### src/hw/rtl/swhc_pkg.sv
// Shared types and constants for the sliding window hit counter.
package swhc_pkg;

  localparam int STORE_DEPTH_DEF = 1024;
  localparam logic [15:0] WINDOW_RESET = 16'd300;

  localparam int TS_W = 31;
  localparam int WIN_W = 16;
  localparam int CNT_OUT_W = 11;

  localparam logic ACT_HIT = 1'b0;
  localparam logic ACT_QUERY = 1'b1;

  typedef struct packed {
    logic                 dropped;
    logic [CNT_OUT_W-1:0] hit_count;
  } res_t;

endpackage

### src/hw/rtl/swhc_search.sv
// Ring control: appends hits, binary-searches and retires entries on queries.
module swhc_search import swhc_pkg::*; #(
  parameter int STORE_DEPTH = STORE_DEPTH_DEF
) (
  input  logic                           clk,
  input  logic                           rst,
  input  logic                           in_valid,
  output logic                           in_ready,
  input  logic                           in_action,
  input  logic [TS_W-1:0]                in_ts,
  input  logic [WIN_W-1:0]               window,
  output logic                           res_valid,
  input  logic                           res_ready,
  output res_t                           res,
  output logic                           wr_en,
  output logic [$clog2(STORE_DEPTH)-1:0] wr_addr,
  output logic [TS_W-1:0]                wr_data,
  output logic                           rd_en,
  output logic [$clog2(STORE_DEPTH)-1:0] rd_addr,
  input  logic [TS_W-1:0]                rd_data
);

  localparam int ADDR_W = $clog2(STORE_DEPTH);
  localparam int PTR_W = ADDR_W + 1;
  localparam logic [PTR_W:0] TWO_D = (PTR_W+1)'(2 * STORE_DEPTH);
  localparam logic [PTR_W-1:0] DEPTH_P = PTR_W'(STORE_DEPTH);
  localparam logic [ADDR_W:0] DEPTH_A = (ADDR_W+1)'(STORE_DEPTH);

  localparam logic [2:0] ST_IDLE = 3'd0;
  localparam logic [2:0] ST_CHK  = 3'd1;
  localparam logic [2:0] ST_SRD  = 3'd2;
  localparam logic [2:0] ST_SCMP = 3'd3;
  localparam logic [2:0] ST_DONE = 3'd4;

  logic [2:0]         state;
  logic [PTR_W-1:0]   head;
  logic [PTR_W-1:0]   tail;
  logic [PTR_W-1:0]   cnt;
  logic [ADDR_W-1:0]  lo;
  logic [ADDR_W-1:0]  hi;
  logic [ADDR_W-1:0]  mid;
  logic signed [32:0] bnd;

  logic [PTR_W-1:0]   cnt_now;
  logic [PTR_W:0]     cnt_sum;
  logic               accept;
  logic               le;
  logic [ADDR_W-1:0]  lo_n;
  logic [ADDR_W-1:0]  hi_n;
  logic [ADDR_W-1:0]  mid_n;
  logic [PTR_W:0]     head_sum;
  logic [PTR_W-1:0]   head_adv;
  logic [PTR_W-1:0]   remain;

  // ring slot of position pos + off, both taken modulo the depth
  function automatic logic [ADDR_W-1:0] slot_of(logic [PTR_W-1:0] pos,
                                                logic [ADDR_W-1:0] off);
    logic [PTR_W-1:0] s;
    logic [ADDR_W:0]  t;
    s = (pos >= DEPTH_P) ? pos - DEPTH_P : pos;
    t = (ADDR_W+1)'(s) + (ADDR_W+1)'(off);
    if (t >= DEPTH_A) begin
      t = t - DEPTH_A;
    end
    return t[ADDR_W-1:0];
  endfunction

  assign cnt_sum = {1'b0, tail} + TWO_D - {1'b0, head};
  assign cnt_now = (tail >= head) ? tail - head : cnt_sum[PTR_W-1:0];
  assign in_ready = (state == ST_IDLE);
  assign accept = in_valid && in_ready;
  assign res_valid = (state == ST_DONE);
  assign le = ($signed({2'b00, rd_data}) <= bnd);

  assign lo_n = le ? mid + 1'b1 : lo;
  assign hi_n = le ? hi : mid;
  assign mid_n = lo_n + ((hi_n - lo_n) >> 1);
  assign head_sum = {1'b0, head} + (PTR_W+1)'(lo_n);
  assign head_adv = (head_sum >= TWO_D) ? PTR_W'(head_sum - TWO_D)
                                        : head_sum[PTR_W-1:0];
  assign remain = cnt - PTR_W'(lo_n);

  always_comb begin
    wr_en = accept && (in_action == ACT_HIT) && (cnt_now != DEPTH_P);
    wr_addr = slot_of(tail, '0);
    wr_data = in_ts;
    rd_en = 1'b0;
    rd_addr = slot_of(head, mid);
    unique case (state)
      ST_IDLE: begin
        rd_en = accept && (in_action == ACT_QUERY) && (cnt_now != '0);
        rd_addr = slot_of(head, ADDR_W'(cnt_now - 1'b1));
      end
      ST_SRD: begin
        rd_en = 1'b1;
      end
      default: begin
        rd_en = 1'b0;
      end
    endcase
  end

  always_ff @(posedge clk) begin
    if (rst) begin
      state <= ST_IDLE;
      head <= '0;
      tail <= '0;
    end else begin
      unique case (state)
        ST_IDLE: begin
          if (accept) begin
            res <= '{dropped: (in_action == ACT_HIT) && (cnt_now == DEPTH_P),
                     hit_count: '0};
            cnt <= cnt_now;
            bnd <= $signed({2'b00, in_ts}) - $signed({17'd0, window});
            if (in_action == ACT_HIT) begin
              state <= ST_DONE;
              if (cnt_now != DEPTH_P) begin
                tail <= (tail == PTR_W'(TWO_D - 1'b1)) ? '0 : tail + 1'b1;
              end
            end else if (cnt_now == '0) begin
              state <= ST_DONE;
            end else begin
              state <= ST_CHK;
            end
          end
        end
        ST_CHK: begin
          lo <= '0;
          hi <= ADDR_W'(cnt - 1'b1);
          mid <= ADDR_W'((cnt - 1'b1) >> 1);
          if (le) begin
            // newest entry is old too: retire everything
            head <= tail;
            state <= ST_DONE;
          end else if (cnt == PTR_W'(1)) begin
            res.hit_count <= CNT_OUT_W'(32'(cnt));
            state <= ST_DONE;
          end else begin
            state <= ST_SRD;
          end
        end
        ST_SRD: begin
          state <= ST_SCMP;
        end
        ST_SCMP: begin
          lo <= lo_n;
          hi <= hi_n;
          mid <= mid_n;
          if (lo_n < hi_n) begin
            state <= ST_SRD;
          end else begin
            head <= head_adv;
            res.hit_count <= CNT_OUT_W'(32'(remain));
            state <= ST_DONE;
          end
        end
        ST_DONE: begin
          if (res_ready) begin
            state <= ST_IDLE;
          end
        end
        default: begin
          state <= ST_IDLE;
        end
      endcase
    end
  end

`ifndef SYNTHESIS
  a_cnt_bound: assert property (@(posedge clk) disable iff (rst)
    cnt_now <= DEPTH_P) else $error("live count exceeds store depth");

  a_ptr_range: assert property (@(posedge clk) disable iff (rst)
    ({1'b0, head} < TWO_D) && ({1'b0, tail} < TWO_D))
    else $error("ring position out of range");

  a_drop_zero: assert property (@(posedge clk) disable iff (rst)
    res_valid && res.dropped |-> res.hit_count == '0)
    else $error("dropped hit carries a count");

  a_hit_adv: assert property (@(posedge clk) disable iff (rst)
    wr_en |=> tail != $past(tail)) else $error("stored hit did not advance tail");

  a_no_rw: assert property (@(posedge clk) disable iff (rst)
    !(wr_en && rd_en)) else $error("ring read and write in one cycle");
`endif

endmodule

### config.mk
export PLATFORM = sky130hd
export DESIGN_NAME = swhc_search
export DESIGN_NICKNAME = d
export VERILOG_FILES = /design/src/hw/rtl/swhc_pkg.sv /design/src/hw/rtl/swhc_search.sv
export SDC_FILE = /design/constraint.sdc
export NUM_CORES = 1
export LEC_CHECK = 0
export BUFFER_PORTS_ARGS = -buffer_cell sky130_fd_sc_hd__buf_2
export CAP_MARGIN = 20
export CORE_MARGIN = 5
export CORE_UTILIZATION = 45
export CTS_CLUSTER_SIZE = 40
export DETAILED_ROUTE_END_ITERATION = 6
export PLACE_DENSITY = 0.68
export SLEW_MARGIN = 20
export SYNTH_ARGS = -nofsm -noshare
export SYNTH_HDL_FRONTEND = slang
export SYNTH_SLANG_ARGS = --single-unit
### constraint.sdc
create_clock -name clk -period 6.6 [get_ports clk]
set_clock_uncertainty 0.05 [all_clocks]
set_input_delay 0.66 -clock clk [delete_from_list [all_inputs] [get_ports clk]]
set_output_delay 0.66 -clock clk [all_outputs]
set_load 0.01 [all_outputs]
# Word level (Yosys, flattened, before mapping)
# Cells that the tools add are included.
dict set report op_classes {
  addsub 20
  magnitude_cmp 9
  eq_ne 14
  mux 31
  bitwise_logic 2
  reduce_logical 17
}
# cell count
set op_table {}
lappend op_table {{$mux 11} 11}
lappend op_table {{$mux 10} 6}
lappend op_table {{$pmux 10 s2} 3}
lappend op_table {{$ge 11x11->1 const B} 5}
lappend op_table {{$sub 10x1->10 const B} 4}
lappend op_table {{$le 32x33->1} 1}
lappend op_table {{$pmux 11 s3} 1}
lappend op_table {{$sub 31x16->32} 1}
lappend op_table {{$add 11x1->11 const B} 2}
lappend op_table {{$add 11x10->11} 2}
lappend op_table {{$eq 11x11->1 const B} 2}
lappend op_table {{$pmux 11 s2} 1}
lappend op_table {{$sub 11x1->11 const B} 2}
lappend op_table {{$sub 11x11->11} 2}
lappend op_table {{$sub 11x11->11 const B} 2}
lappend op_table {{$mux 3} 7}
lappend op_table {{$pmux 3 s5} 1}
lappend op_table {{$add 11x10->12} 1}
lappend op_table {{$ge 12x12->1 const B} 1}
lappend op_table {{$eq 11x1->1 const B} 1}
lappend op_table {{$ge 11x11->1} 1}
lappend op_table {{$logic_not 11->1} 1}
lappend op_table {{$ne 11x11->1 const B} 1}
lappend op_table {{$reduce_bool 11->1} 1}
lappend op_table {{other kinds (20)} 33}
dict set report totals {
  regBits 111
  input_bits 83
  output_inout_bits 67
  elab_cells 103
}

# Longest topological paths before layout
dict set report logic_depth {
  ltp_word 8
  ltp_mapped 26
  ltp_nobuf 24
}

# Least setup slack after synthesis
# No wires, ideal clock.
dict set report synth_path {
  path_type {input-to-reg}
  start {input rd_data[6]}
  end {register mid[8], data pin}
  setup_ps 274
  arrival_ps 5838
  required_ps 6276
  slack_ps 438
  cell_stages 22
  cell_sequence {ha_1 a211oi_1 nor2_1 a2111oi_0 o22ai_1 o31ai_1 clkbuf_1 buf_2 mux2i_1 ha_1 nor2b_1 o21ai_0 a21boi_0 o21ai_0 a21oi_1 o21ai_0 or4b_2 o311ai_0 ha_1 or3_1 mux2i_1 a311oi_1}
}
dict set report synth_between {
  elab_chain_cells 5
  elab_cells_between_ends 6
  cone_classes {2 x add/sub; 1 x order compare; 3 x mux}
}
# item line
set synth_rtl {}
lappend synth_rtl {{from (decl)} swhc_search.sv:20} ;# input logic [TS_W-1:0] rd_data
lappend synth_rtl {{$le 32x33->1 (*)} swhc_search.sv:73} ;# assign le = ($signed({2'b00, rd_data}) <= bnd);
lappend synth_rtl {{$mux 10 (on tied branches)} {swhc_search.sv:76, swhc_search.sv:75}}
lappend synth_rtl {{$sub 10x10->10} swhc_search.sv:77} ;# assign mid_n = lo_n + ((hi_n - lo_n) >> 1);
lappend synth_rtl {{$add 10x9->10 (*)} swhc_search.sv:77}
lappend synth_rtl {{$pmux 10 s2 (*)} swhc_search.sv:109} ;# unique case (state)
lappend synth_rtl {{to (signal assigned)} swhc_search.sv:131} ;# mid <= ADDR_W'((cnt - 1'b1) >> 1);
lappend synth_rtl {{to (signal assigned)} swhc_search.sv:149} ;# mid <= mid_n;
lappend synth_rtl {{to (decl)} swhc_search.sv:41} ;# logic [ADDR_W-1:0] mid;
# Mark *: on every way between the ends. The rest lies on a longest branch, timed or not.
# A chain may end at the register's enable or synchronous reset.

# Worst setup path in the final report
dict set report layout_path {
  start {input rd_data[6]}
  end {register mid[9], data pin}
}
# The elaborated chain is that of the path after synthesis.

==> metrics.cfg <==
[clock_tree]
cts_made_buffers=9
clk_latency_ps=370
clock-sinks=110
htreeDepth=3
max-clock-path-buffers=2
root_buffer=clkbuf_16
ctsHoldBuffers=0
cts_resized=0
post_cts_buffers=0
clkSlewWorstSetupHoldPaths_ps=80
cts_tree=built

[power]
p_total_mw=3.72
peakVddDrop_v=0.000239
p_per_area_mw_per_mm2=349
p_leak_nw=4.73

[die]
row_count=53
die_h_um=156
coreArea_sq_mm=0.0210
start_util_pct=45.5
fp.dieW_um=156
die_area_sq_mm=0.0242
ios=150

[drt]
num_vias=8036
final_antenna_net_count=0
routed_wl_um=25100
drt_iter0_markers=550
vias_per_cell=5.45
drc=0
wl_per_cell_um=17.0
firstDrtPassIters=5

[global_routing]
grt-ovfl-total=0
grt_use_total_pct=20.4
grt_max_degree=45
grt_pass1_vias=7687
grt_pass1_wl_um=39600
antenna_found_initial=0

[yosys]
ys_top_cells_by_count=inv_1 (111), ha_1 (110), nor2_1 (107)
synth_top_cell_by_area=edfxtp_1
synth.most_common_cell=inv_1
synth_fp_nets=1282
ys_warn_count=0
synth_seq_area_share_pct=32.0
synth_flop_cell=edfxtp_1
async_reset_ff_share_pct=0
synth_top_area_share_pct=26.8
synthTopCellsByArea=edfxtp_1 (27%), ha_1 (14%), dfxtp_1 (5.2%), xnor2_1 (4.4%), inv_1 (4.4%)
synthCells=1082
synth-edff-count=85
ys_seq_elements=110
avgSynthCellArea_sq_um=8.81
ys_types=65
synth.cell_area_sq_mm=0.00954

[critical_path]
cpMaxStageDelayCell=or4b_2
cp_max_fo=14
arrival_ps=5850
cp-end-kind=flip-flop
cpLargestDelayFamily=compound AO/OA/AOI/OAI gates
worstPathCellList=buf_2 -> ha_1 -> a211oi_1 -> nor2_1 -> a2111oi_0 -> o22ai_1 -> o31ai_4 -> buf_4 -> mux2i_1 -> ha_1 -> nor2b_1 -> o21ai_0 -> a21boi_0 -> o21ai_0 -> a21oi_1 -> o21ai_0 -> or4b_2 -> o311ai_0 -> ha_1 -> a21oi_1 -> o21ai_0 -> xor2_1 -> o21ai_0
critPathBufInv=2
startpoint_type=input port
cpMostUsedCell=o21ai_0
path_class=in2reg
slowest_delay_ps=600
critPathRequiredTime_ps=6640

[sta]
finalCritPeriodShare_pct=88.1
worst_pin_slew_ps=964
hold_ws_ps=427
hold_violations=0
finalMaxSlewViolations=0
fmax_mhz=172
setup_tns_ps=0
finalSetupViolCount=0
rsz0062_at_grt=false
maxSlewHeadroom_pct=35.6
period_minus_slack_ps=5810

[place]
gp_congestion=0.956
dpl.hpwl_um=20000
port_buffers=149

[hold_path]
hold_path_class=reg2reg

[cells_and_area]
fin_util_pct=51.0
fin_nets=1395
drive_gt1_share_pct=17.1
antenna_cells=0
area_growth_pct=12.0

[status]
status=complete, no violations

[flow_run]
cap_violations=0

[stage by stage]
stage / cells / instance area, sq um / setup slack, ps
CTS: 1475 / 10700 / 791
detailed placement: 1459 / 10400 / 425
floorplan: 1082 / 9540 / 438
finish: 1475 / 10700 / 789
global placement: 1459 / 10400 / 567
global route: 1475 / 10700 / 210
[routing by layer]
layer,part of all wire (%),track usage (%),routed length (um),up-vias
li1,-,-,-,4052
met1,46,28.0,11500,3746
met2,47,34.1,11900,209
met3,5.8,3.86,1460,29
met4,1.3,4.00,329,0
met5,0,0,0,-
[layout by cell type (no fill, tap or decap), types with 15 or more instances in the layout]
cell type,netlist,layout
or3_1,19,19
a21o_1,15,15
edfxtp_1,85,85
inv_1,111,111
nor2b_1,19,19
nor2_1,107,105
a21oi_1,69,69
nor3_1,30,30
buf_2,2,149
xor2_1,41,41
nand3_1,23,23
nand2_1,67,67
ha_1,110,110
o21ai_0,64,63
buf_4,41,16
dfxtp_1,25,25
a211oi_1,23,22
xnor2_1,48,48
[where the power goes]
group	switching (mW)	leakage [nW]	internal (mW)
Sequential	0.0859	0.995	0.898
Combinational	1.30	3.59	0.876
Clock	0.290	0.147	0.270
Total	1.68	4.73	2.04
[state kept, by name (all words and copies together), names as in the netlist]
signal	flops
res	12
bnd	32
head	11
cnt	11
lo	10
state	3
tail	11
mid	10
hi	10
[worst reg2reg max path, cell delays in order, from the launching register on]
cell,delay (ps)
edfxtp_1,370
inv_1,60
ha_1,230
a211oi_1,260
nor2_1,80
a2111oi_0,390
o22ai_1,210
o31ai_4,330
buf_4,270
mux2i_1,270
ha_1,280
nor2b_1,130
o21ai_0,200
a21boi_0,150
o21ai_0,240
a21oi_1,120
o21ai_0,210
or4b_2,600
o311ai_0,150
ha_1,360
a21oi_1,190
o21ai_0,130
xor2_1,140
o21ai_0,80
[cells by family after synthesis]
group | Yosys count | share of synthesized area (%)
adder cells (fa/ha/maj) | 117 | 15.9
multiplexers | 21 | 2.31
AND/OR/NAND/NOR | 326 | 16.7
buffers and inverters | 174 | 8.57
XOR/XNOR | 89 | 8.17
AO/OA/AOI/OAI | 245 | 16.3
flip-flops | 110 | 32.0
[final cells by class]
type                       count  area (sq um)
clock inverter                 7          73.8
tap                          275           344
clock buffer                   9           225
inverter                     111           417
fill                        2049         10300
multi-input combinational    798          5700
timing repair buffer         165           866
sequential                   110          3050
[path summary, 6_finish.rpt]
check	start	to	slack [ps]	cells after the start
setup / recovery	rd_data[6]	mid[9]	790	23
hold / removal	state[2]	state[1]	430	1
hold reg to reg	state[2]	state[1]	430	1
setup reg to reg	bnd[6]	mid[9]	810	23
Power figures use the tool's default switching activity.
